File: config.mk
export PLATFORM = sky130hd
export DESIGN_NAME = luinv_front
export DESIGN_NICKNAME = d
export VERILOG_FILES = /design/src/rtl/luinv_pkg.sv /design/src/rtl/luinv_front.sv
export SDC_FILE = /design/constraint.sdc
export NUM_CORES = 1
export LEC_CHECK = 0
export BUFFER_PORTS_ARGS = -buffer_cell sky130_fd_sc_hd__buf_2
export CORE_ASPECT_RATIO = 0.6
export CORE_MARGIN = 2
export CORE_UTILIZATION = 35
export CTS_CLUSTER_SIZE = 14
export DETAILED_ROUTE_END_ITERATION = 16
export MAX_ROUTING_LAYER = met4
export PLACE_DENSITY = 0.77
export SYNTH_ARGS = -nofsm -noshare
export SYNTH_HDL_FRONTEND = slang
export SYNTH_SLANG_ARGS = --single-unit
export TNS_END_PERCENT = 1
File: constraint.sdc
create_clock -name clk -period 3.9 [get_ports clk]
set_clock_uncertainty 0.1 [all_clocks]
set_input_delay 0.195 -clock clk [delete_from_list [all_inputs] [get_ports clk]]
set_output_delay 0.195 -clock clk [all_outputs]
set_load 0.02 [all_outputs]
File: src/rtl/luinv_pkg.sv
// ----------------------------------------------------------------------------
// luinv_pkg
// shared constants, types and fixed-point helpers for the lu inverse core
// ----------------------------------------------------------------------------
package luinv_pkg;

	localparam int MAX_DIM = 8;
	localparam int IW      = 48;
	localparam int IFRAC   = IW / 2;
	localparam int CELLS   = MAX_DIM * MAX_DIM;
	localparam int CA_W    = $clog2(CELLS);
	localparam int Q_DEPTH = 4;
	localparam int Q_AW    = $clog2(Q_DEPTH);

	// one loaded word on its way from the front to the back
	typedef struct packed {
		logic [31:0]     value;
		logic [CA_W-1:0] addr;
		logic            last;
		logic [3:0]      n;
	} q_entry_t;

	// one result word
	typedef struct packed {
		logic        strobe;
		logic [2:0]  row;
		logic [2:0]  col;
		logic [31:0] value;
		logic [63:0] det;
		logic        singular;
		logic        sat;
		logic        last;
	} res_t;

	function automatic logic [47:0] mag48(input logic [47:0] x);
		return x[47] ? (~x + 48'd1) : x;
	endfunction

	function automatic logic [63:0] mag64(input logic [63:0] x);
		return x[63] ? (~x + 64'd1) : x;
	endfunction

	// saturating subtract, msb of result is the clip flag
	function automatic logic [48:0] sub_sat(input logic [47:0] a, input logic [47:0] b);
		logic [48:0] d;
		d = {a[47], a} - {b[47], b};
		if (d[48] != d[47])
			return {1'b1, d[48] ? {1'b1, 47'd0} : {1'b0, {47{1'b1}}}};
		return {1'b0, d[47:0]};
	endfunction

	// sign-magnitude to two's complement, clipped to 48 or 64 bits
	function automatic logic [64:0] sat_pack(input logic neg, input logic [111:0] m,
			input logic wide);
		logic [111:0] lim;
		logic [63:0]  v;
		logic         s;
		lim = wide ? ((112'd1 << 63) - 112'(!neg)) : ((112'd1 << 47) - 112'(!neg));
		s   = m > lim;
		v   = s ? lim[63:0] : m[63:0];
		if (neg)
			v = ~v + 64'd1;
		return {s, v};
	endfunction

	// internal value to output q16.16 with rounding and clipping
	function automatic logic [32:0] pack_out(input logic [47:0] x);
		logic [47:0] m;
		logic [48:0] r;
		logic [48:0] lim;
		logic [31:0] v;
		logic        s;
		m   = mag48(x);
		r   = ({1'b0, m} + 49'd128) >> (IFRAC - 16);
		lim = x[47] ? 49'h0_8000_0000 : 49'h0_7FFF_FFFF;
		s   = r > lim;
		v   = s ? lim[31:0] : r[31:0];
		if (x[47])
			v = ~v + 32'd1;
		return {s, v};
	endfunction

	// flat store address of row r, column c at dimension n
	function automatic logic [CA_W-1:0] idx(input logic [2:0] r, input logic [2:0] c,
			input logic [3:0] n);
		logic [6:0] t;
		t = 7'(r) * 7'(n) + 7'(c);
		return t[CA_W-1:0];
	endfunction

endpackage

File: src/rtl/luinv_front.sv
// ----------------------------------------------------------------------------
// luinv_front
// takes elements, counts the load and marks the word that closes a matrix
// ----------------------------------------------------------------------------
module luinv_front (
	input  logic                clk,
	input  logic                arst_n,
	input  logic                start,
	input  logic                cfg_valid,
	input  logic [3:0]          cfg_data,
	input  logic [31:0]         element_value,
	input  logic                q_full,
	output logic                busy,
	output logic                cfg_ready,
	output logic                push,
	output luinv_pkg::q_entry_t entry
);
	import luinv_pkg::*;

	logic [3:0] size_q;
	logic [6:0] cnt_q;
	logic [3:0] n;
	logic [6:0] cnt_nx;
	logic       closes;

	assign busy      = q_full;
	assign cfg_ready = 1'b1;
	assign push      = start && !q_full;

	always_comb begin
		if (size_q == 4'd0)
			n = 4'd1;
		else if (size_q > 4'(MAX_DIM))
			n = 4'(MAX_DIM);
		else
			n = size_q;
	end

	assign cnt_nx = cnt_q + 7'd1;
	assign closes = cnt_nx >= 7'(n) * 7'(n);

	assign entry.value = element_value;
	assign entry.addr  = cnt_q[CA_W-1:0];
	assign entry.last  = closes;
	assign entry.n     = n;

	always_ff @(posedge clk or negedge arst_n) begin
		if (!arst_n) begin
			size_q <= 4'd8;
			cnt_q  <= 7'd0;
		end else begin
			if (cfg_valid && cfg_ready)
				size_q <= cfg_data;
			if (push)
				cnt_q <= closes ? 7'd0 : cnt_nx;
		end
	end

endmodule

Word level (Yosys, flattened, before mapping)
Index checks and enable logic that the tools add are counted.

ROM bits: 0. Output and inout port bits: 46. Flip-flop bits (word level): 11. Memories kept: 0. Bits of input ports: 41. RAM bits: 0. Latch bits: 0. Logic and storage cells: 12.

Shift operators: 0. Reductions and logical operators: 3. Order comparisons: 2. Mux-type cells: 3. Multiply operators: 1. Add/sub/neg operators: 1. Bitwise gates (word level): 0. Div/mod/pow operators: 0. Eq/ne operators: 0.

Operators with widths (number): two-way mux 4 bit (2); adder 7 x 1 -> 7 bit, second input constant (1); greater-or-equal comparator 7 bit (1); multiplier 4 x 4 -> 7 bit (1); two-way mux 7 bit (1); greater-than comparator 4 bit, second input constant (1); zero test 4 bit (1); logical AND 1 bit (1); zero test 1 bit (1).

Logic depth before layout (Yosys ltp)
Gate-level depths: netlist (run 1).

Depth in word-level cells: 6. Depth in mapped cells: 14. Gate-level depth less buffers: 13.

Worst setup path after synthesis (run 1)
OpenSTA, ideal clock, no wires.

Path type: register to output. Start: register size_q[3]. End: output entry[4] in the netlist's numbering. Arrival time: 2.664 ns. Stages on the path, launching flop included: 13. Data required time: 3.605 ns. Setup slack: 0.941 ns. Buffers on the path: 2. Cells stage by stage: dfstp_2 > nor2b_1 > nor2b_1 > ha_1 > a21o_1 > a21oi_1 > xor2_1 > ha_1 > nand2_1 > nor4_1 > or3_1 > buf_2 > buf_4.

RTL lines: from (decl) (RTL line luinv_front.sv:20) `logic [3:0] size_q;`; from (signal assigned) (RTL line luinv_front.sv:53) `size_q <= cfg_data;`; to (decl) (RTL line luinv_front.sv:16) `output luinv_pkg::q_entry_t entry`.

==> reports/results.txt, run 1 <==
Outcome - finished, final reports clean
Number of flops mapped to enable cells by yosys - 0
Root Buffer - clkbuf_8
GRT Util Overall - 0.1196
Clock period minus worst slack - 3427 ps
M2 GR Usage - 0.1722
Hpwl dp - 1.593 mm
Critical path peak fanout - 6
Peak Freq - 291.8 MHz
Unrepaired setup endpoints after global routing - no
Final Routed Wirelength - 2.015 mm
Avg Cell Area, Syn - 8.730 sq um
Initial Util - 0.3803
YS warnings - 0
# setup viols final - 0
Worst-skew pair later-pin latency - 250 ps
Via count - 735
Synth cell types - 28
Top FF cell, synth - dfrtp_1
Fraction of registers with async set/reset - 1.000
Top post-synthesis cells by area - buf_4, dfrtp_1, ha_1, mux2_2, nand2_1
Startpoint Class - flip-flop
Share of layout cells above drive strength 1 - 0.3009
Core area - 2984 sq um
Busiest grt layer - met2
GPL Wtd Cong - 0.8331
Area grow syn2layout - -9.041%
CTS max path bufs - 2
Residual DRC - 0
Clock-pin slew on the worst setup and hold paths - 50 ps
Gate Count Post-Synth - 130
Seq cells post-synth - 11
Die outline width - 77.51 um
Final Hold Fails - 0
WP data required - 3610 ps
Die Ht - 48.11 um
Top-area cell type share of the netlist area - 0.2712
Met3 Usage GRT - 0.07037
Tcrit/Tclk final - 0.8787
Fin nets - 165
Most common cell in the netlist - buf_4
Largest net degree at the start of global routing - 12
First-iteration detailed-routing DRC count - 37
FF/Latch Area - 276.5 sq um
Reg2reg setup slack - 830 ps
CP Capture Point - entry[4]
CP Class - flip-flop to output pin
I/O pins - 87
Initial antenna violation count - 0
Average wire per standard cell - 13.00 um
First-pass GRT wire length - 3.249 mm
CTS HTree Levels - 1
Netlist Area Pre-Place - 1135 sq um
CTS tree - done
Max-slew violation count - 0
Post-DRT Antenna Nets - 0
Lkg Pwr - 0.0005306 uW
PwrDens - 560.9 nW/um^2
Sequential share of the synthesized area - 0.2437
Final Instance Area - 1032 sq um
Crit end category - output pin
Setup bufs post-CTS - 0
Cts repair resizes - 0
Layout fillers - 311
Placed Area - 975.9 sq um
Leading area contributor after synthesis - buf_4
Max Cap Violations - 0
Port Buffers - 21
Worst VDD drop - 0.1772 mV
Commonest cells in the netlist - buf_4, nand2_1, dfrtp_1, ha_1, nor2_1
Gr ovfl total - 0
TritonCTS Sinks - 11
Via density - 4.742
Cells on worst reg2reg path - 11
Met1 Resource Use GR - 0.1329
Worst Hold Class - input pin to flip-flop
Rows - 15
Vias in the first global route - 703
Hold_sp - cfg_data[1]
Sum Neg Setup Slack - 0 ps
Critical Path Source - size_q[3]
Drt pass-1 iters - 4
Critical Path AT - 3130 ps
RR Startpoint - size_q[3]
Worst r2r dst - cnt_q[1]
Inserted Diodes - 0
Multi-input gate area in the final layout - 526.8 sq um
Cts bufs inserted - 3
Die area - 3729 sq um
## per-stage QoR
step / worst slack, ps / std cells / util / hold slack (ps) / total power [uW]
after floorplan: 940.7 / 131 / - / -200.6 / 472.3
after global placement: 917.5 / 150 / 0.3270 / -21.19 / 454.2
after detailed placement: 767.0 / 150 / 0.3270 / -16.60 / 458.5
after CTS: 492.8 / 155 / 0.3459 / 72.23 / 581.8
after global routing: 251.2 / 155 / 0.3459 / 70.21 / 627.3
final: 473.1 / 155 / 0.3459 / 75.13 / 578.9
## cell type report
| type | count | area share |
|---|---|---|
| inverter | 4 | 0.01455 |
| sequential | 11 | 0.2679 |
| timing repair buffer | 22 | 0.1115 |
| multi-input combinational | 72 | 0.5103 |
| tap | 42 | 0.05091 |
| clock inverter | 1 | 0.004848 |
| clock buffer | 3 | 0.04000 |
## layout by cell type (no fill, tap or decap), drive strengths merged, types with 4 or more instances in the layout
cell type	count
nand2	11
nor2b	4
xor2	4
xnor2	4
nor2	6
mux2	5
dfrtp	10
ha	10
inv	4
buf	21
## registers in the layout (all words and copies together), names as in the netlist
name    cells
cnt_q       7
size_q      4
## per-layer routing
layer	vias to the layer above	routed length [um]
met3	8	182
li1	350	-
met5	-	0
met2	36	932
met1	341	865
met4	0	34
## where the power goes
group	switching [uW]	total, uW	internal [uW]	leakage [uW]
clock network	49.3	120	70.6	0.0000255
registers	42.1	187	145	0.000138
logic	162	272	110	0.000368
## critical path, cell delays in order, from the launching register on
cell	delay, ps
dfstp_2	580
nor2b_1	80
nor2b_1	130
ha_1	330
a21o_1	170
a21oi_1	170
xor2_1	90
ha_1	300
nand2_1	100
nor4_1	400
or3_1	320
buf_2	210
## cell families (layout without fill, tap and decap cells)
family                     Yosys count  in the layout  share of synthesized area
AOI/OAI and AO/OA                   12             12                    0.07828
xor gates and xnor gates             8              8                    0.06174
adders and majority gates           10             10                     0.1103
buffers and inverters               48             30                     0.2955
DFF                                 11             11                     0.2437
muxes                                5              5                    0.04961
other                                2              3                   0.006618
and+or+nand+nor                     34             34                     0.1543
## what timing repair did
action                     CTS  global route
hold buffers                 1             0
hold endpoints to repair    11             0
setup endpoints to repair    0             0
## worst min path at each step
stage	to	cells after the start
after floorplan	cnt_q[0]	0
after global placement	cnt_q[4]	1
after detailed placement	cnt_q[4]	1
after CTS	size_q[1]	2
after global routing	size_q[0]	2
final	size_q[1]	2
No activity file was read; power rests on OpenSTA's default activity.
==> run 2, diff against run 1 <==
Clock period 3.9 ns to 4.2 ns, I/O delays scaled along.
==> reports/results.txt, run 2 (synthesis gave the netlist of run 1 again) <==
Post-DRT Antenna Nets - 0 (unchanged)
Residual DRC - 0 (unchanged)
Hold-fix buffers, CTS - 1 (unchanged)
Root Buffer - clkbuf_8 (unchanged)
Worst-skew pair later-pin latency - 240 ps (was 250 ps)
Cts bufs inserted - 3 (unchanged)
Most frequent cells in the layout - buf_2, nand2_1, ha_1, dfrtp_1, nor2_1 (unchanged)
Layout fillers - 301 (was 311)
GRT Util Overall - 0.1180 (was 0.1196)
Cts repair resizes - 0 (unchanged)
CP Class - flip-flop to output pin (unchanged)
Clock period minus worst slack - 3401 ps
Final Routed Wirelength - 1.986 mm (was 2.015 mm)
Port Buffers - 21 (unchanged)
Fin nets - 165 (unchanged)
Gr ovfl total - 0 (unchanged)
Max-slew violation count - 0 (unchanged)
Logic pwr share - 0.473 (was 0.470)
Tcrit/Tclk final - 0.8098
Commonest non-fill, non-tap cell in the layout - buf_2 (unchanged)
Pwr Total - 537.5 uW (was 578.9 uW)
Crit end category - output pin (unchanged)
Seq pwr share - 0.324 (was 0.323)
Average wire per standard cell - 12.81 um (was 13.00 um)
Sum Neg Setup Slack - 0 ps (unchanged)
Critical Path AT - 3090 ps (was 3130 ps)
PwrDens - 521.3 nW/um^2 (was 560.9 nW/um^2)
Initial antenna violation count - 0 (unchanged)
Placed Area - 975.9 sq um (unchanged)
Lkg Pwr - 0.0005278 uW (was 0.0005306 uW)
Reg with most FFs - cnt_q (unchanged)
Via count - 724 (was 735)
Die outline width - 77.51 um (unchanged)
GPL Wtd Cong - 0.8381 (was 0.8331)
TritonCTS Sinks - 11 (unchanged)
Via density - 4.671 (was 4.742)
Share of layout cells above drive strength 1 - 0.2920 (was 0.3009)
Max Cap Violations - 0 (unchanged)
Drt pass-1 iters - 4 (unchanged)
Final Hold Fails - 0 (unchanged)
Startpoint Class - flip-flop (unchanged)
Sw power - 233.7 uW (was 253.8 uW)
Core area - 2984 sq um (unchanged)
Initial Util - 0.3803 (unchanged)
Unrepaired setup endpoints after global routing - no (unchanged)
Clock share of power - 0.203 (was 0.207)
Die Ht - 48.11 um (unchanged)
First-iteration detailed-routing DRC count - 65 (was 37)
Switching Share - 0.4349 (was 0.4384)
Worst VDD drop - 0.1869 mV (was 0.1772 mV)
Reg2reg setup slack - 1160 ps (was 830 ps)
CTS max path bufs - 2 (unchanged)
Multi-input gate area in the final layout - 526.8 sq um (unchanged)
WP data required - 3890 ps (was 3610 ps)
Peak Freq - 294.0 MHz
Vias in the first global route - 702 (was 703)
Outcome - finished, final reports clean (unchanged)
Hpwl dp - 1.577 mm (was 1.593 mm)
CTS tree - done (unchanged)
Cell-internal power - 303.7 uW (was 325.1 uW)
Rows - 15 (unchanged)
First-pass GRT wire length - 3.194 mm (was 3.249 mm)
Critical Path Source - size_q[3] (unchanged)
Setup bufs post-CTS - 0 (unchanged)
Die area - 3729 sq um (unchanged)
Largest regs - cnt_q: 7 flops, size_q: 4 flops (unchanged)
Cells after DPL - 150 (unchanged)
Area grow syn2layout - -9.151% (was -9.041%)
RR Startpoint - size_q[3] (unchanged)
Clock-pin slew on the worst setup and hold paths - 50 ps (about the same)
Hold_sp - cfg_data[1] (unchanged)
Worst Hold Class - input pin to flip-flop (unchanged)
I/O pins - 87 (unchanged)
Inserted Diodes - 0 (unchanged)
# setup viols final - 0 (unchanged)
Critical path peak fanout - 6 (unchanged)
CTS HTree Levels - 1 (unchanged)
Largest net degree at the start of global routing - 12 (unchanged)
FF/Latch Area - 276.5 sq um (unchanged)
Non-Filler Instances - 155 (unchanged)
Final Instance Area - 1031 sq um (was 1032 sq um)
Max reg flops - 7 (unchanged)
[run 2: cell count changes in the layout (fill, tap and decap cells not counted), sizes merged]
| cell | before | now |
|---|---|---|
| clkbuf | 3 | 4 |
| clkinv | 1 | 0 |
[run 2: metrics by stage]
step	hold WS (ps)	worst slack [ps]	util
after floorplan	-185.6	1226	-
after global placement	-6.009	1194	0.3270
after detailed placement	0.09087	1060	0.3270
after CTS	93.26	785.2	0.3455
after global routing	99.09	592.7	0.3455
final	95.99	798.6	0.3455
[run 2: power by group through the flow]
stage / clock network (uW) / logic [uW] / registers, uW
floorplan: 0 / 273 / 165
global placement: 0 / 247 / 175
detailed placement: 0 / 253 / 174
CTS: 113 / 256 / 173
global route: 118 / 286 / 179
finish: 109 / 254 / 174
[run 2: worst paths after layout]
path,to,depth (start not counted)
max in group asynchronous,size_q[3],2
worst min-delay path,size_q[1],2
worst max register to register,cnt_q[1],11
min in group asynchronous,cnt_q[5],2
worst min register to register,cnt_q[6],2
worst max-delay path,entry[4],11
[run 2: worst max-delay path: stages (launching register included)]
cell	delay, ps
dfstp_2	570
nor2b_1	70
nor2b_1	130
ha_1	340
a21o_1	170
a21oi_1	160
xor2_1	90
ha_1	300
nand2_1	90
nor4_1	410
or3_1	310
buf_2	210
[run 2: cell type report]
cell class | instances | area share
well taps | 42 | 0.05097
flip-flops and latches | 11 | 0.2682
repair buffers | 22 | 0.1116
clock buffers | 4 | 0.04369
multi-input cells | 72 | 0.5109
inverters | 4 | 0.01456
[run 2: per-layer routing]
metal / vias up / GRT usage / routed length, um
li1: 349 / - / -
met2: 32 / 0.1722 / 910
met1: 335 / 0.1288 / 851
met5: - / - / 0
met4: 0 / 0.06429 / 37
met3: 8 / 0.07037 / 186
==> run 3, diff against run 2 <==
Settings changed: ABC_AREA from default to 1, PLACE_DENSITY 0.77 to 0.75.
Clock period 4.2 ns to 3.45 ns, I/O delays scaled along.
==> reports/results.txt, run 3 <==
Sum Neg Setup Slack - 0 ps (unchanged)
Fraction of registers with async set/reset - 1.000 (unchanged)
# setup viols final - 0 (unchanged)
Cts bufs inserted - 3 (unchanged)
Critical path peak fanout - 5 (was 6)
Lkg Pwr - 0.0006559 uW (was 0.0005278 uW)
Outcome - finished, final reports clean (unchanged)
Clock-pin slew on the worst setup and hold paths - 50 ps (about the same)
Top-area cell type share of the netlist area - 0.2585 (was 0.2712)
First-pass GRT wire length - 3.429 mm (was 3.194 mm)
Average wire per standard cell - 10.34 um (was 12.81 um)
CP Class - flip-flop to output pin (unchanged)
CTS max path bufs - 2 (unchanged)
GPL Wtd Cong - 0.8800 (was 0.8381)
Netlist Area Pre-Place - 1220 sq um (was 1135 sq um)
Final Hold Fails - 0 (unchanged)
Final Routed Wirelength - 2.131 mm (was 1.986 mm)
Core area - 3303 sq um (was 2984 sq um)
Post-DRT Antenna Nets - 0 (unchanged)
Die area - 3989 sq um (was 3729 sq um)
Largest net degree at the start of global routing - 12 (unchanged)
Via count - 903 (was 724)
Pre-CTS setup slack - 886.8 ps (was 1060 ps)
Avg Cell Area, Syn - 6.892 sq um (was 8.730 sq um)
Switching Share - 0.4622 (was 0.4349)
YS warnings - 0 (unchanged)
Fin nets - 213 (was 165)
Cts repair resizes - 0 (unchanged)
First-iteration detailed-routing DRC count - 34 (was 65)
Layout fillers - 369 (was 301)
Area grow syn2layout - -8.102% (was -9.151%)
FF/Latch Area - 276.5 sq um (unchanged)
PwrDens - 584.8 nW/um^2 (was 521.3 nW/um^2)
Tcrit/Tclk final - 0.8274
Crit end category - output pin (unchanged)
Initial Util - 0.3693 (was 0.3803)
Cells after DPL - 201 (was 150)
Setup bufs post-CTS - 0 (unchanged)
Top post-synthesis cells by area - buf_4, dfrtp_1, nand2_1, ha_1, inv_1 (was buf_4, dfrtp_1, ha_1, mux2_2, nand2_1)
Largest regs - cnt_q: 7 flops, size_q: 4 flops (unchanged)
Sequential share of the synthesized area - 0.2267 (was 0.2437)
I/O pins - 87 (unchanged)
Peak Freq - 350.3 MHz
Cells on worst reg2reg path - 15 (was 11)
Hpwl dp - 1.736 mm (was 1.577 mm)
Die Ht - 49.73 um (was 48.11 um)
Commonest non-fill, non-tap cell in the layout - nand2_1 (was buf_2)
Clock period minus worst slack - 2855 ps
Drt pass-1 iters - 4 (unchanged)
Die outline width - 80.22 um (was 77.51 um)
Worst-skew pair later-pin latency - 240 ps (about the same)
Gate Count Post-Synth - 177 (was 130)
Via density - 4.383 (was 4.671)
Sw power - 303.1 uW (was 233.7 uW)
Setup ws final - 595.5 ps (was 798.6 ps)
Residual DRC - 0 (unchanged)
Multi-input gate area in the final layout - 530.5 sq um (was 526.8 sq um)
TritonCTS Sinks - 11 (unchanged)
Non-Filler Instances - 206 (was 155)
Gr ovfl total - 0 (unchanged)
Synth cell types - 19 (was 28)
GRT Util Overall - 0.1161 (was 0.1180)
Seq pwr share - 0.327 (was 0.324)
Max-slew violation count - 0 (unchanged)
Leading area contributor after synthesis - buf_4 (unchanged)
CTS HTree Levels - 1 (unchanged)
CTS tree - done (unchanged)
Logic pwr share - 0.472 (was 0.473)
Number of flops mapped to enable cells by yosys - 0 (unchanged)
Root Buffer - clkbuf_8 (unchanged)
Most common cell in the netlist - nand2_1 (was buf_4)
Startpoint Class - flip-flop (unchanged)
Critical Path AT - 2580 ps (was 3090 ps)
Initial antenna violation count - 0 (unchanged)
Reg with most FFs - cnt_q (unchanged)
Cell-internal power - 352.6 uW (was 303.7 uW)
Unrepaired setup endpoints after global routing - no (unchanged)
Rows - 16 (was 15)
Commonest cells in the netlist - nand2_1, buf_4, inv_1 (was buf_4, nand2_1, dfrtp_1, ha_1, nor2_1)
Most frequent cells in the layout - nand2_1, inv_1, buf_2, nor2_1 (was buf_2, nand2_1, ha_1, dfrtp_1, nor2_1)
Inserted Diodes - 0 (unchanged)
Max Cap Violations - 0 (unchanged)
Vias in the first global route - 755 (was 702)
Top FF cell, synth - dfrtp_1 (unchanged)
Worst Hold Class - input pin to flip-flop (unchanged)
WP data required - 3180 ps (was 3890 ps)
Port Buffers - 21 (unchanged)
Hold Path Depth - 3 (was 2)
Seq cells post-synth - 11 (unchanged)
Worst VDD drop - 0.2200 mV (was 0.1869 mV)
Hold-fix buffers, CTS - 1 (unchanged)
Clock share of power - 0.201 (was 0.203)
Max reg flops - 7 (unchanged)
Reg2reg setup slack - 980 ps (was 1160 ps)
Share of layout cells above drive strength 1 - 0.1801 (was 0.2920)
## run 3: cell count changes after synthesis, sizes merged, moves of 3 or more
cell | before | now
nand4 | 0 | 7
mux2 | 5 | 0
and2 | 3 | 0
nand2 | 11 | 49
nor2 | 6 | 14
xor2 | 4 | 1
inv | 4 | 24
nor2b | 4 | 0
## run 3: final cells by class
| type | instances | share of cell area |
|---|---|---|
| sequential | 11 | 0.2467 |
| clock buffer | 4 | 0.04018 |
| timing repair buffer | 22 | 0.1027 |
| multi-input combinational | 100 | 0.4732 |
| tap | 45 | 0.05022 |
| inverter | 24 | 0.08705 |
## run 3: stage by stage
stage	hold slack (ps)	cell area, sq um	power [uW]	utilization
final	38.96	1121	655.6	0.3394
after global routing	50.90	1121	715.8	0.3394
after CTS	30.95	1121	661.6	0.3394
after detailed placement	-35.20	1066	524.6	0.3227
after global placement	-37.87	1066	520.2	0.3227
after floorplan	-223.1	1224	531.6	-
## run 3: per-layer routing
layer / vias up / global-route usage / part of all wire
met5: - / - / 0
met3: 0 / 0.04762 / 0.090
li1: 467 / - / -
met4: 0 / 0.03107 / 0
met1: 401 / 0.1704 / 0.54
met2: 35 / 0.1431 / 0.37
## run 3: power groups by stage
stage                     Combinational, uW  Clock (uW)  Sequential (uW)
after global placement                  304           0              217
final                                   310         132              215
after CTS                               311         136              214
after floorplan                         337           0              195
after detailed placement                308           0              216
after global routing                    351         143              222
## run 3: critical path, cell delays in order (launching register included)
cell     delay, ps
dfstp_2        550
nor2_1          80
inv_1           80
nor2_1          40
ha_1           310
nand3_1        100
nand2_1         70
xor2_1         140
ha_1           290
nand2_1        100
inv_1           40
nand2_1         60
nand2_1         70
a21oi_2        180
inv_1           50
buf_2          150
## run 3: path summary, 6_finish.rpt
kind / endpoint / start
max in group asynchronous: size_q[3] / arst_n
setup reg to reg: cnt_q[5] / size_q[3]
hold / removal: size_q[2] / cfg_data[2]
min in group asynchronous: cnt_q[0] / arst_n
setup / recovery: entry[4] / size_q[3]
hold reg to reg: cnt_q[6] / cnt_q[6]
## run 3: cells by family (layout without fill, tap and decap cells)
family,after synthesis,after routing,synth area share
and+or+nand+nor,75,75,0.2585
adders and majority gates,10,10,0.1026
xor gates and xnor gates,4,4,0.02872
other,2,3,0.006156
AOI/OAI and AO/OA,8,8,0.03590
DFF,11,11,0.2267
buffers and inverters,67,50,0.3415
