===== src/rtl/luinv_pkg.sv =====
// ----------------------------------------------------------------------------
// luinv_pkg
// shared constants, types and fixed-point helpers for the lu inverse core
// ----------------------------------------------------------------------------
package luinv_pkg;

	localparam int MAX_DIM = 8;
	localparam int IW      = 48;
	localparam int IFRAC   = IW / 2;
	localparam int CELLS   = MAX_DIM * MAX_DIM;
	localparam int CA_W    = $clog2(CELLS);
	localparam int Q_DEPTH = 4;
	localparam int Q_AW    = $clog2(Q_DEPTH);

	// one loaded word on its way from the front to the back
	typedef struct packed {
		logic [31:0]     value;
		logic [CA_W-1:0] addr;
		logic            last;
		logic [3:0]      n;
	} q_entry_t;

	// one result word
	typedef struct packed {
		logic        strobe;
		logic [2:0]  row;
		logic [2:0]  col;
		logic [31:0] value;
		logic [63:0] det;
		logic        singular;
		logic        sat;
		logic        last;
	} res_t;

	function automatic logic [47:0] mag48(input logic [47:0] x);
		return x[47] ? (~x + 48'd1) : x;
	endfunction

	function automatic logic [63:0] mag64(input logic [63:0] x);
		return x[63] ? (~x + 64'd1) : x;
	endfunction

	// saturating subtract, msb of result is the clip flag
	function automatic logic [48:0] sub_sat(input logic [47:0] a, input logic [47:0] b);
		logic [48:0] d;
		d = {a[47], a} - {b[47], b};
		if (d[48] != d[47])
			return {1'b1, d[48] ? {1'b1, 47'd0} : {1'b0, {47{1'b1}}}};
		return {1'b0, d[47:0]};
	endfunction

	// sign-magnitude to two's complement, clipped to 48 or 64 bits
	function automatic logic [64:0] sat_pack(input logic neg, input logic [111:0] m,
			input logic wide);
		logic [111:0] lim;
		logic [63:0]  v;
		logic         s;
		lim = wide ? ((112'd1 << 63) - 112'(!neg)) : ((112'd1 << 47) - 112'(!neg));
		s   = m > lim;
		v   = s ? lim[63:0] : m[63:0];
		if (neg)
			v = ~v + 64'd1;
		return {s, v};
	endfunction

	// internal value to output q16.16 with rounding and clipping
	function automatic logic [32:0] pack_out(input logic [47:0] x);
		logic [47:0] m;
		logic [48:0] r;
		logic [48:0] lim;
		logic [31:0] v;
		logic        s;
		m   = mag48(x);
		r   = ({1'b0, m} + 49'd128) >> (IFRAC - 16);
		lim = x[47] ? 49'h0_8000_0000 : 49'h0_7FFF_FFFF;
		s   = r > lim;
		v   = s ? lim[31:0] : r[31:0];
		if (x[47])
			v = ~v + 32'd1;
		return {s, v};
	endfunction

	// flat store address of row r, column c at dimension n
	function automatic logic [CA_W-1:0] idx(input logic [2:0] r, input logic [2:0] c,
			input logic [3:0] n);
		logic [6:0] t;
		t = 7'(r) * 7'(n) + 7'(c);
		return t[CA_W-1:0];
	endfunction

endpackage


===== src/rtl/luinv_queue.sv =====
// ----------------------------------------------------------------------------
// luinv_queue
// short fifo between the loading front and the solver back
// ----------------------------------------------------------------------------
module luinv_queue (
	input  logic                clk,
	input  logic                arst_n,
	input  logic                push,
	input  luinv_pkg::q_entry_t wdata,
	input  logic                pop,
	output logic                valid,
	output luinv_pkg::q_entry_t rdata,
	output logic                full
);
	import luinv_pkg::*;

	q_entry_t        buf_q [Q_DEPTH];
	logic [Q_AW-1:0] wp_q;
	logic [Q_AW-1:0] rp_q;
	logic [Q_AW:0]   cnt_q;

	assign valid = cnt_q != '0;
	assign full  = cnt_q == (Q_AW+1)'(Q_DEPTH);
	assign rdata = buf_q[rp_q];

	always_ff @(posedge clk) begin
		if (push)
			buf_q[wp_q] <= wdata;
	end

	always_ff @(posedge clk or negedge arst_n) begin
		if (!arst_n) begin
			wp_q  <= '0;
			rp_q  <= '0;
			cnt_q <= '0;
		end else begin
			if (push)
				wp_q <= wp_q + 1'b1;
			if (pop)
				rp_q <= rp_q + 1'b1;
			if (push && !pop)
				cnt_q <= cnt_q + 1'b1;
			else if (pop && !push)
				cnt_q <= cnt_q - 1'b1;
		end
	end

endmodule


===== config.mk =====
export PLATFORM = sky130hd
export DESIGN_NAME = luinv_queue
export DESIGN_NICKNAME = d
export VERILOG_FILES = /design/src/rtl/luinv_pkg.sv /design/src/rtl/luinv_queue.sv
export SDC_FILE = /design/constraint.sdc
export NUM_CORES = 1
export LEC_CHECK = 0
export BUFFER_PORTS_ARGS = -buffer_cell sky130_fd_sc_hd__buf_2
export CORE_ASPECT_RATIO = 2
export CORE_UTILIZATION = 35
export DETAILED_ROUTE_END_ITERATION = 12
export PLACE_DENSITY = 0.63
export SYNTH_ARGS = -nofsm -noshare
export SYNTH_HDL_FRONTEND = slang
export SYNTH_SLANG_ARGS = --single-unit

===== constraint.sdc =====
create_clock -name clk -period 2.4 [get_ports clk]
set_input_delay 0.36 -clock clk [delete_from_list [all_inputs] [get_ports clk]]
set_output_delay 0.36 -clock clk [all_outputs]
set_load 0.005 [all_outputs]

== Word level (Yosys, flattened, before mapping) ==
Memory sizes are Yosys's and may differ from the RTL's.
Cells that the tools add are included.

* $add $sub $neg: 4
* Reduce and logical (&&, ||, !) cells: 6
* Equal/unequal tests: 1
* Muxes and demuxes: 4

{| class="wikitable"
|+ Operators with widths
! cell !! number
|-
| two-way mux 3 bit || 2
|-
| adder 2 x 1 -> 2 bit, second input constant || 2
|-
| adder 3 x 1 -> 3 bit, second input constant || 1
|-
| equality test 3 bit, second input constant || 1
|-
| nonzero test 3 bit || 1
|-
| subtractor 3 x 1 -> 3 bit, second input constant || 1
|-
| logical AND 1 bit || 2
|-
| logical NOT 1 bit || 2
|-
| two-way mux 1 bit || 2
|-
| nonzero test 2 bit || 1
|}

* Output and inout bits: 45
* Logic and storage cells: 19
* Input port bits: 47
* Register bits: 7
* Memories: 1
* RAM bits: 172

{| class="wikitable"
|+ Memory list
! memory !! depth !! width !! read ports !! clocked after memory_dff !! write ports !! line !! text
|-
| buf_q || 4 || 43 || 1 || 0 || 1 || luinv_queue.sv:17 || <nowiki>q_entry_t buf_q [Q_DEPTH];</nowiki>
|}

== Longest topological paths before layout ==
Gate-level depths: netlist of the first run.

* Depth in word-level cells: 4
* Depth in mapped cells: 7

== Least setup slack after synthesis of the first run ==
No wires, ideal clock.

* Kind: reg-to-reg
* From: register wp_q[0]
* To: memory buf_q[2][0] in the netlist's numbering (enable)
* Data arrival time: 1.651 ns
* Path slack: 0.345 ns
* Required time: 1.995 ns
* Setup time: 0.405 ns
* Stages on the path, launching flop included: 4
* Cell sequence: dfrtp_1 > inv_1 > ha_1 > and2_1

{| class="wikitable"
|+ RTL lines
! item !! line !! text
|-
| start, declared || luinv_queue.sv:18 || <nowiki>logic [Q_AW-1:0] wp_q;</nowiki>
|-
| start signal, assigned || luinv_queue.sv:38 || <nowiki>wp_q <= wp_q + 1'b1;</nowiki>
|-
| end, declared || luinv_queue.sv:17 ||
|}

No word-level cell before the write port.

==> out/results.md, run 1 <==
| Group | Metric | Value |
| --- | --- | --- |
| clock tree | Clock transition at the registers of the reported paths | 0.06 ns |
| yosys | Synthesized netlist cell count | 259 |
| critical path | Highest fanout seen on the critical path | 19 |
| cells and area | Reg area | 5350 um^2 |
| timing | Tightest hold margin | 0.146 ns |
| grt | Pin count of the biggest net entering global routing | 40 |
| floorplan | Io pins | 92 |
| yosys | Warning count from the yosys run | 0 |
| pwr | Power density relative to cell area | 1180 nW/um^2 |
| floorplan | Full die area | 19,600 um^2 |
| cells and area | Commonest cells after routing, fill and taps aside | edfxtp_1 (172), buf_2 (91), mux4_2 (38) |
| cells and area | NumNets Final | 426 |
| critical path | Critical path startpoint category | register |
| pwr | Standby leakage power | 2.78 nW |
| yosys | Number of distinct standard cells referenced by the synthesized netlist | 19 |
| timing | Clock Skew | 0.00722 ns |
| clock tree | CTS H-Tree Depth | 4 |
| grt | Grt total ovfl | 0 |
| route | Antenna violation net count after detailed routing | 0 |
| cells and area | Multi-input logic area | 1190 um^2 |
| clock tree | TritonCTS clock tree | yes |
| clock tree | Clock insertion delay at the later pin of the skew report | 0.42 ns |
| grt | Wire length of the first global-routing pass | 18,800 um |
| placed design | Post-DP HPWL | 7760 um |
| route | WL final | 12,100 um |
| placed design | Quantity of I/O buffers inserted on ports | 91 |
| timing | Total negative slack for setup checks | 0 ns |
| route | DR vias | 2,969 |
| floorplan | Chip width | 99.5 um |
| timing | Share of the clock period used by the worst path | 92.2% |
| timing | Tightest slew margin relative to the limit | 75.5% |
| floorplan | Floorplan core area | 18,700 um^2 |
| timing | Slew at the pin closest to its max-slew limit | 0.367 ns |
| timing | Unrepaired setup endpoints after global routing | false |
| timing | Final Hold Fails | 0 |
| pwr | PnR Total Power | 9.52 mW |
| timing | Time the worst path needs with I/O delays and setup | 2.21 ns |
| placed design | Weighted congestion at the end of routability-driven global placement | 0.668 |
| timing | Max-slew violation total from the final report | 0 |
| grt | Number of global-route vias before repair | 3,326 |
| placed design | Post-placement cell count | 605 |
| clock tree | Cts bufs inserted | 17 |
| cells and area | Non-filler instance count after layout | 642 |
| critical path | Register-to-register setup slack | 0.87 ns |
| route | Mean routed wirelength per cell | 18.9 um |
| timing | Fmax achieved | 0.452 GHz |
| clock tree | Cts repair resizes | 0 |
| floorplan | Initial Util | 35.5% |
| cells and area | Fraction of layout cells with a size suffix above 1 | 46.6% |
| yosys | Summed instance area of the synthesized netlist | 6660 um^2 |
| route | Drt first-iter violations | 117 |
| cells and area | Filler cell count in the final layout | 1,613 |
| timing | Final setup vio count | 0 |
| route | Via/cell ratio | 4.62 |
| clock tree | # clock sinks | 179 |
| critical path | Arrival time at the worst endpoint | 1.85 ns |
| floorplan | Number of placement rows | 71 |
| critical path | CP Class | register to output port |
| grt | Number of antenna violations at the first check in global routing | 2 |
| cells and area | Signed area change from the synthesized netlist to the final layout | 21.0% |
| pwr | Worst vdd rail ir drop | 0.709 mV |
| route | Count of unresolved DRC violations after routing | 0 |
| clock tree | Clock Path Buffers | 2 |
| outcome | Status | finished, final reports clean |
| min path | Class of the worst hold path | primary input to register |
| critical path | Required time worst endpoint | 2.04 ns |
| clock tree | Clock root buffer | clkbuf_16 |
| yosys | Number of storage elements in the synthesis netlist | 179 |
| route | First drt pass iteration count | 6 |
| floorplan | Die extent in y | 197 um |
| yosys | Fraction of the yosys area taken by sequential cells | 80.2% |
| yosys | Syn Nets | 312 |
| critical path | Kind of end point of the critical path | output port |
| cells and area | Most common library cell in the layout ignoring fill and taps | edfxtp_1 |
| grt | Overall fraction of global-route tracks in use | 13.6% |
| job | Count of max-cap constraint violations | 0 |
| yosys | Avg Synthesized Cell Area | 25.7 um^2 |
[per-layer routing]
metal | vias up | part of all wire [%] | global-route usage, %
met3 | 17 | 3.1 | 3.29
met2 | 55 | 59 | 25.5
met1 | 1567 | 35 | 13.6
li1 | 1328 | - | -
met5 | - | 0.13 | 0
met4 | 2 | 2.4 | 6.97
[final timing paths]
path,to,cells past startpoint,from
max,rdata[12],3,rp_q[0]
min,rp_q[0],2,pop
max reg2reg,buf_q[2][3],4,wp_q[0]
min reg2reg,cnt_q[2],1,cnt_q[2]
max in group asynchronous,rp_q[0],2,arst_n
min in group asynchronous,cnt_q[1],2,arst_n
[what timing repair did]
| action | 4_1_cts | 5_1_grt |
|---|---|---|
| setup buffers | 3 | 0 |
| endpoints found under the hold margin | 7 | 0 |
| hold buffers | 1 | 0 |
| setup endpoints to repair | 26 | 0 |
[per-stage QoR]
stage          setup slack (ns)  cell area, um^2  util [%]
2_1_floorplan             0.345             6660         -
3_3_place_gp              0.358             7450      39.8
3_5_place_dp              0.356             7450      39.8
4_1_cts                   0.131             8060      43.0
5_1_grt                  0.0913             8060      43.0
6_report                  0.186             8060      43.0
[state kept, by name (all words and copies together) (netlist names)]
name and flops:
buf_q 172, wp_q 2, rp_q 2, cnt_q 3
[area by class of cell]
type / count / area share (%)
tap: 255 / 3.96
clock buffer: 18 / 5.33
clock inverter: 14 / 1.60
timing repair buffer: 105 / 7.76
multi-input combinational: 66 / 14.8
sequential: 179 / 66.3
antenna: 1 / 0.0311
inverter: 4 / 0.186
[critical path, cell delays in order (launching register included)]
cell and delay (ns):
dfrtp_4 0.50, buf_12 0.22, mux4_2 0.56, buf_2 0.15
[cell families (layout without fill, tap and decap cells)]
logic type,after synthesis,count (layout),synth area share (%)
compound gates,1,1,0.0751
xor+xnor,6,6,0.789
fa+ha+maj,6,6,1.24
buf+inv,14,141,1.97
flops,179,179,80.2
mux,44,44,15.0
other cells,0,1,0
simple gates,9,9,0.751
[power by group]
part	internal, mW	switching, mW	total [mW]
registers	4.10	0.231	4.33
logic	1.36	1.23	2.59
clock network	1.44	1.17	2.61
[cell usage after synthesis]
cell type	instances	area share, %
inv_1	4	0.23
mux4_1	5	2.0
o21ai_0	1	0.075
buf_2	5	0.38
and2_1	4	0.38
dfrtp_1	7	2.6
mux4_2	38	13
edfxtp_1	172	78
mux2_2	1	0.17
buf_6	1	0.17
nor3b_1	1	0.11
nor2_1	1	0.056
fa_1	1	0.30
ha_1	5	0.94
nand2_1	2	0.11
xnor2_1	2	0.26
buf_12	4	1.2
or3_1	1	0.094
xor2_1	4	0.53
Power figures use the tool's default switching activity.
==> run 2: changes to the inputs <==
--- a/config.mk
+++ b/config.mk
@@ -6,10 +6,12 @@
 export NUM_CORES = 1
 export LEC_CHECK = 0
 export BUFFER_PORTS_ARGS = -buffer_cell sky130_fd_sc_hd__buf_2
+export CELL_PAD_IN_SITES_DETAIL_PLACEMENT = 0
+export CELL_PAD_IN_SITES_GLOBAL_PLACEMENT = 1
 export CORE_ASPECT_RATIO = 2
 export CORE_UTILIZATION = 35
 export DETAILED_ROUTE_END_ITERATION = 12
-export PLACE_DENSITY = 0.63
+export PLACE_DENSITY = 0.69
 export SYNTH_ARGS = -nofsm -noshare
 export SYNTH_HDL_FRONTEND = slang
 export SYNTH_SLANG_ARGS = --single-unit
==> run 2 against run 1 <==
Compared with the run above:
- first-iteration DRC count down 6.0%
- sequential share of layout area fell by 0.17 points
- die area stayed put
- sequential power about the same
- critical path depth stayed put
- register-to-register slack better by 0.04 ns
- critical path type unchanged
- critical endpoint is now rdata[42]
- largest cell class unchanged
==> out/results.md, run 2 (synthesis results as in run 1) <==
| Group | Metric | Value |
| --- | --- | --- |
| outcome | Status | finished, final reports clean |
| critical path | Highest fanout seen on the critical path | 33 |
| min path | Class of the worst hold path | primary input to register |
| cells and area | Top Registers | buf_q (172), cnt_q (3) |
| timing | Tightest hold margin | 0.140 ns |
| placed design | Cell area after placement | 7470 um^2 |
| critical path | Critical path startpoint category | register |
| pwr | Power density relative to cell area | 1200 nW/um^2 |
| floorplan | Io pins | 92 |
| timing | Share of the clock period used by the worst path | 94.0% |
| floorplan | Full die area | 19,600 um^2 |
| placed design | Post-placement worst setup slack | 0.553 ns |
| timing | Unrepaired setup endpoints after global routing | false |
| pwr | Worst vdd rail ir drop | 0.471 mV |
| clock tree | Cts bufs inserted | 17 |
| route | Antenna violation net count after detailed routing | 0 |
| critical path | Worst stage delay on the critical path | 0.61 ns |
| cells and area | Most common library cell in the layout ignoring fill and taps | edfxtp_1 |
| clock tree | Buffer count from post-CTS setup fixing | 0 |
| timing | Clock Skew | 0.00696 ns |
| timing | Time the worst path needs with I/O delays and setup | 2.25 ns |
| timing | Slew at the pin closest to its max-slew limit | 0.507 ns |
| clock tree | Clock transition at the registers of the reported paths | 0.07 ns |
| cells and area | Max FFs per register | 172 |
| grt | Wire length of the first global-routing pass | 18,600 um |
| placed design | Quantity of I/O buffers inserted on ports | 91 |
| floorplan | Initial Util | 35.5% |
| timing | Tightest slew margin relative to the limit | 66.2% |
| critical path | Kind of end point of the critical path | output port |
| cells and area | Fraction of layout cells with a size suffix above 1 | 46.0% |
| route | First drt pass iteration count | 6 |
| floorplan | Number of placement rows | 71 |
| grt | Pin count of the biggest net entering global routing | 42 |
| clock tree | # clock sinks | 179 |
| clock tree | Clock Path Buffers | 2 |
| clock tree | Clock root buffer | clkbuf_16 |
| cells and area | Commonest cells after routing, fill and taps aside | edfxtp_1 (172), buf_2 (91), mux4_2 (38) |
| cells and area | NumNets Final | 423 |
| job | Count of max-cap constraint violations | 0 |
| route | Via/cell ratio | 4.69 |
| critical path | Required time worst endpoint | 2.04 ns |
| floorplan | Floorplan core area | 18,700 um^2 |
| timing | Fmax achieved | 0.443 GHz |
| placed design | Weighted congestion at the end of routability-driven global placement | 0.656 |
| timing | Final Hold Fails | 0 |
| timing | Max-slew violation total from the final report | 0 |
| placed design | Post-DP HPWL | 7510 um |
| critical path | Arrival time at the worst endpoint | 1.89 ns |
| clock tree | Clock insertion delay at the later pin of the skew report | 0.43 ns |
| pwr | Standby leakage power | 2.79 nW |
| cells and area | Signed area change from the synthesized netlist to the final layout | 21.3% |
| clock tree | CTS H-Tree Depth | 4 |
| timing | Final worst-path setup slack | 0.145 ns |
| cells and area | Design Area, Final | 8080 um^2 |
| critical path | Highest-delay cell along the critical path | mux4_1 |
| route | Drt first-iter violations | 110 |
| floorplan | Die extent in y | 197 um |
| critical path | CP Class | register to output port |
| cells and area | Filler cell count in the final layout | 1,621 |
| cells and area | Largest reg by FF count | buf_q |
| grt | Number of global-route vias before repair | 3,300 |
| floorplan | Chip width | 99.5 um |
| grt | Grt total ovfl | 0 |
| cells and area | Antenna fix cells | 0 |
| route | WL final | 12,200 um |
| timing | Total negative slack for setup checks | 0 ns |
| grt | Number of antenna violations at the first check in global routing | 3 |
| timing | Final setup vio count | 0 |
| route | Count of unresolved DRC violations after routing | 0 |
| critical path | Worst path cell trace | buf_12 > mux4_1 > buf_2 |
| grt | Overall fraction of global-route tracks in use | 13.5% |
| clock tree | TritonCTS clock tree | yes |
| route | Mean routed wirelength per cell | 19.1 um |
| route | DR vias | 2,995 |
==> run 2: critical path, delay by kind of cell, from the launching register on <==
family | cells | cell delay, ns
muxes | 1 | 0.61
DFF | 1 | 0.42
buffers and inverters | 2 | 0.43
==> run 2: through the flow <==
stage | std cells | power (mW) | util (%)
after floorplan | 259 | 6.00 | -
after CTS | 638 | 9.89 | 43.1
after global placement | 605 | 6.96 | 39.8
after detailed placement | 605 | 7.06 | 39.8
after global routing | 638 | 10.2 | 43.1
final | 638 | 9.69 | 43.1
==> run 2: timing repair <==
action                                 in CTS  in global routing
hold buffers                                1                  0
gates resized for setup                     0                  0
endpoints found under the hold margin       7                  0
==> run 2: where the power goes <==
| group | switching [mW] | leakage (nW) | total (mW) | internal, mW |
|---|---|---|---|---|
| registers | 0.230 | 1.66 | 4.33 | 4.10 |
| clock network | 1.17 | 0.289 | 2.82 | 1.65 |
| logic | 1.22 | 0.841 | 2.54 | 1.32 |
| total | 2.62 | 2.79 | 9.69 | 7.07 |
==> run 2: cell type report <==
class	count	area (um^2)	area share, %
inverters	4	15.0	0.186
multi-input cells	66	1190	14.8
well taps	255	319	3.95
repair buffers	102	603	7.46
clock inverters	13	171	2.12
flip-flops and latches	179	5350	66.2
clock buffers	19	433	5.36
==> run 2: worst paths after layout <==
check	end	slack, ns	cells after the start	from
worst min register to register	cnt_q[2]	0.51	1	cnt_q[2]
min in group asynchronous	cnt_q[0]	0.29	2	arst_n
worst max register to register	buf_q[0][31]	0.91	4	wp_q[0]
max in group asynchronous	rp_q[0]	1.91	2	arst_n
worst min-delay path	buf_q[3][17]	0.14	1	wdata[17]
worst max-delay path	rdata[42]	0.15	3	rp_q[0]
==> run 2: layer usage <==
layer / vias to the layer above / GRT usage [%] / routed length, um
met5: - / 0 / 30
met4: 6 / 6.92 / 304
met3: 25 / 4.28 / 523
met2: 66 / 24.0 / 6870
met1: 1576 / 14.2 / 4470
li1: 1322 / - / -
==> run 3: changes to the inputs <==
--- a/config.mk
+++ b/config.mk
@@ -5,13 +5,15 @@
 export SDC_FILE = /design/constraint.sdc
 export NUM_CORES = 1
 export LEC_CHECK = 0
+export ABC_AREA = 1
 export BUFFER_PORTS_ARGS = -buffer_cell sky130_fd_sc_hd__buf_2
+export CAP_MARGIN = 10
 export CELL_PAD_IN_SITES_DETAIL_PLACEMENT = 0
 export CELL_PAD_IN_SITES_GLOBAL_PLACEMENT = 1
 export CORE_ASPECT_RATIO = 2
 export CORE_UTILIZATION = 35
 export DETAILED_ROUTE_END_ITERATION = 12
-export PLACE_DENSITY = 0.69
+export PLACE_DENSITY_LB_ADDON = 0.25
 export SYNTH_ARGS = -nofsm -noshare
 export SYNTH_HDL_FRONTEND = slang
 export SYNTH_SLANG_ARGS = --single-unit
==> run 3 against run 2 <==
Compared with the run above:
- utilization shrank 0.11 points
- clock power shrank 3%
- largest power group unchanged
- hold slack better by 0.012 ns
- fmax up 9.2%
- largest cell class unchanged
- synthesized cell count up 110%
- clock-buffer cell count increased by 7
- clock skew about the same
- sequential power shrank 1%
- non-clock buffer count unchanged
- global-route usage up 1.3 points
- first-iteration DRC count grew 79%
==> out/results.md, run 3 <==
| Group | Metric | Value |
| --- | --- | --- |
| outcome | Status | finished, final reports clean |
| grt | Number of antenna violations at the first check in global routing | 0 |
| route | Count of unresolved DRC violations after routing | 0 |
| yosys | Most common library cells after synthesis | edfxtp_1 (172), nand2_1 (143), inv_1 (97) |
| critical path | Kind of end point of the critical path | output port |
| yosys | Syn Nets | 603 |
| yosys | Fraction of the yosys area taken by sequential cells | 74.2% |
| timing | Share of the clock period used by the worst path | 86.1% |
| clock tree | Cts repair resizes | 0 |
| pwr | Combinational group share of total power | 31.9% |
| clock tree | TritonCTS clock tree | yes |
| grt | Met3 routing resource usage after global routing | 3.38% |
| pwr | Standby leakage power | 3.46 nW |
| clock tree | Hold-fix buffers at CTS | 1 |
| floorplan | Initial Util | 36.0% |
| timing | Time the worst path needs with I/O delays and setup | 2.07 ns |
| yosys | Number of enable-type register cells in the synthesized netlist | 172 |
| cells and area | Commonest cells after routing, fill and taps aside | edfxtp_1 (172), nand2_1 (143), inv_1 (93) |
| timing | Slew at the pin closest to its max-slew limit | 0.400 ns |
| clock tree | CTS H-Tree Depth | 4 |
| yosys | Top_reg_cell synth | edfxtp_1 |
| clock tree | Clock transition at the registers of the reported paths | 0.06 ns |
| cells and area | Fraction of layout cells with a size suffix above 1 | 21.1% |
| route | First drt pass iteration count | 4 |
| grt | Grt total ovfl | 0 |
| pwr | Worst vdd rail ir drop | 0.985 mV |
| yosys | Library cell with the largest summed area after synthesis | edfxtp_1 |
| timing | Tightest slew margin relative to the limit | 73.3% |
| yosys | Number of storage elements in the synthesis netlist | 179 |
| critical path | Required time worst endpoint | 2.04 ns |
| yosys | Fraction of post-synthesis cell area in the top cell type by area | 71.8% |
| cells and area | Max FFs per register | 172 |
| placed design | Post-DP HPWL | 8710 um |
| cells and area | Layout Utilization | 43.0% |
| critical path | Worst stage delay on the critical path | 0.52 ns |
| yosys | Avg Synthesized Cell Area | 13.1 um^2 |
| yosys | Number of distinct standard cells referenced by the synthesized netlist | 18 |
| critical path | Arrival time at the worst endpoint | 1.71 ns |
| floorplan | Die extent in y | 205 um |
| route | Drt first-iter violations | 197 |
| clock tree | Cts bufs inserted | 17 |
| cells and area | Largest reg by FF count | buf_q |
| pwr | Power density relative to cell area | 1200 nW/um^2 |
| yosys | Async S/R FF share, synth | 3.91% |
| grt | Wire length of the first global-routing pass | 22,700 um |
| pwr | Clock power frac | 26.6% |
| placed design | Quantity of I/O buffers inserted on ports | 91 |
| pwr | Switching fraction of total power | 32.2% |
| yosys | Main area contributors after synthesis | edfxtp_1 (72%), o211ai_1 (9.0%), nand2_1 (7.5%), inv_1 (5.1%), dfrtp_1 (2.4%) |
| floorplan | Io pins | 92 |
| yosys | Cell with the most instances after synthesis | edfxtp_1 |
| floorplan | Chip width | 103 um |
| critical path | Kind of cell with the highest combined delay on the critical path | flip-flops |
| pwr | Net switching power figure | 3.33 mW |
| floorplan | Floorplan core area | 20,000 um^2 |
| critical path | CP Class | register to output port |
| grt | Overall fraction of global-route tracks in use | 14.8% |
| critical path | Critical path startpoint category | register |
| critical path | Highest fanout seen on the critical path | 79 |
| timing | Max-slew violation total from the final report | 0 |
| clock tree | Clock Path Buffers | 2 |
| floorplan | Number of placement rows | 73 |
| clock tree | # clock sinks | 179 |
| clock tree | Clock insertion delay at the later pin of the skew report | 0.42 ns |
| cells and area | Most common library cell in the layout ignoring fill and taps | edfxtp_1 |
| pwr | Proportion of power drawn by flip-flops and latches | 41.5% |
| clock tree | Buffer count from post-CTS setup fixing | 0 |
| critical path | Worst path cell trace | buf_12 > o211ai_1 > nand2_1 > buf_2 |
| yosys | Synthesized netlist cell count | 550 |
| timing | Fmax achieved | 0.484 GHz |
| critical path | Buf+Inv Stages, Crit Path | 2 |
| job | Count of max-cap constraint violations | 0 |
| cells and area | NumNets Final | 695 |
| yosys | Warning count from the yosys run | 0 |
| min path | Class of the worst hold path | primary input to register |
| clock tree | Clock root buffer | clkbuf_16 |
| timing | Clock Skew | 0.00712 ns |
| grt | Met1 track utilization from global routing | 15.7% |
| grt | Pin count of the biggest net entering global routing | 93 |
| route | Mean routed wirelength per cell | 15.5 um |
| timing | Tightest hold margin | 0.153 ns |
| timing | Final Hold Fails | 0 |
| route | Via/cell ratio | 4.58 |
| route | Antenna violation net count after detailed routing | 0 |
| cells and area | Top Registers | buf_q (172), cnt_q (3) |
| pwr | Internal power | 6.99 mW |
| route | DR vias | 4,200 |
| yosys | Summed instance area of the synthesized netlist | 7190 um^2 |
| floorplan | Full die area | 21,200 um^2 |
| timing | Final setup vio count | 0 |
| grt | Number of global-route vias before repair | 4,376 |
| placed design | Weighted congestion at the end of routability-driven global placement | 0.722 |
| grt | GRT Max-Usage Layer | met2 |
| critical path | Highest-delay cell along the critical path | dfrtp_4 |
| grt | Met2 GRT Util | 27.3% |
| cells and area | Antenna fix cells | 0 |
| timing | Unrepaired setup endpoints after global routing | false |
| cells and area | Signed area change from the synthesized netlist to the final layout | 19.6% |
| route | WL final | 14,200 um |
| timing | Total negative slack for setup checks | 0 ns |
-- run 3: cell types whose count changed after synthesis, sizes merged, moves of 2 or more --
| cell | delta |
|---|---|
| and2 | -4 |
| o211ai | +86 |
| inv | +94 |
| nand2 | +141 |
| clkbuf | +2 |
| mux4 | -43 |
| buf | +17 |
-- run 3: layout make-up --
| class | count | area, um^2 |
|---|---|---|
| inverter | 98 | 368 |
| tap | 262 | 328 |
| clock inverter | 6 | 66.3 |
| multi-input combinational | 244 | 1330 |
| fill | 1823 | 11400 |
| sequential | 179 | 5350 |
| clock buffer | 26 | 541 |
| timing repair buffer | 102 | 628 |
-- run 3: routing by layer --
metal  vias to the layer above  wire (um)
met3                        16        500
met2                        77       8070
met4                         0        232
met1                      2032       5410
li1                       2075          -
met5                         -          0
-- run 3: power by group through the flow --
stage               combinational [mW]  sequential [mW]  clock, mW
floorplan                         2.06             4.30          0
global placement                  3.35             4.32          0
detailed placement                3.41             4.35          0
CTS                               3.42             4.29       2.80
global route                      3.74             4.34       2.89
finish                            3.29             4.28       2.74
-- run 3: worst paths after layout --
kind                           from           end  slack, ns  cells past startpoint
max in group asynchronous    arst_n       rp_q[0]       1.92                      2
min                             pop       rp_q[0]       0.15                      2
max reg2reg                 wp_q[0]  buf_q[2][11]       0.74                      5
min in group asynchronous    arst_n      cnt_q[0]       0.30                      2
min reg2reg                cnt_q[2]      cnt_q[2]       0.49                      2
max                         rp_q[0]     rdata[37]       0.33                      4
-- run 3: cells by family (layout without fill, tap and decap cells) --
family / Yosys count / count (layout) / share of synthesized area, %
DFF: 179 / 179 / 74.2
adders and majority gates: 6 / 6 / 1.15
AOI/OAI and AO/OA: 87 / 87 / 9.04
and+or+nand+nor: 147 / 147 / 7.74
buffers and inverters: 127 / 232 / 7.34
xor gates and xnor gates: 4 / 4 / 0.487
-- run 3: per-stage QoR --
step / instances / setup slack, ns / power, mW / area [um^2]
6_report: 917 / 0.334 / 10.3 / 8600
5_1_grt: 917 / 0.207 / 11.0 / 8600
4_1_cts: 917 / 0.262 / 10.5 / 8600
3_5_place_dp: 884 / 0.722 / 7.76 / 7980
3_3_place_gp: 884 / 0.725 / 7.68 / 7980
2_1_floorplan: 550 / 0.493 / 6.36 / 7190
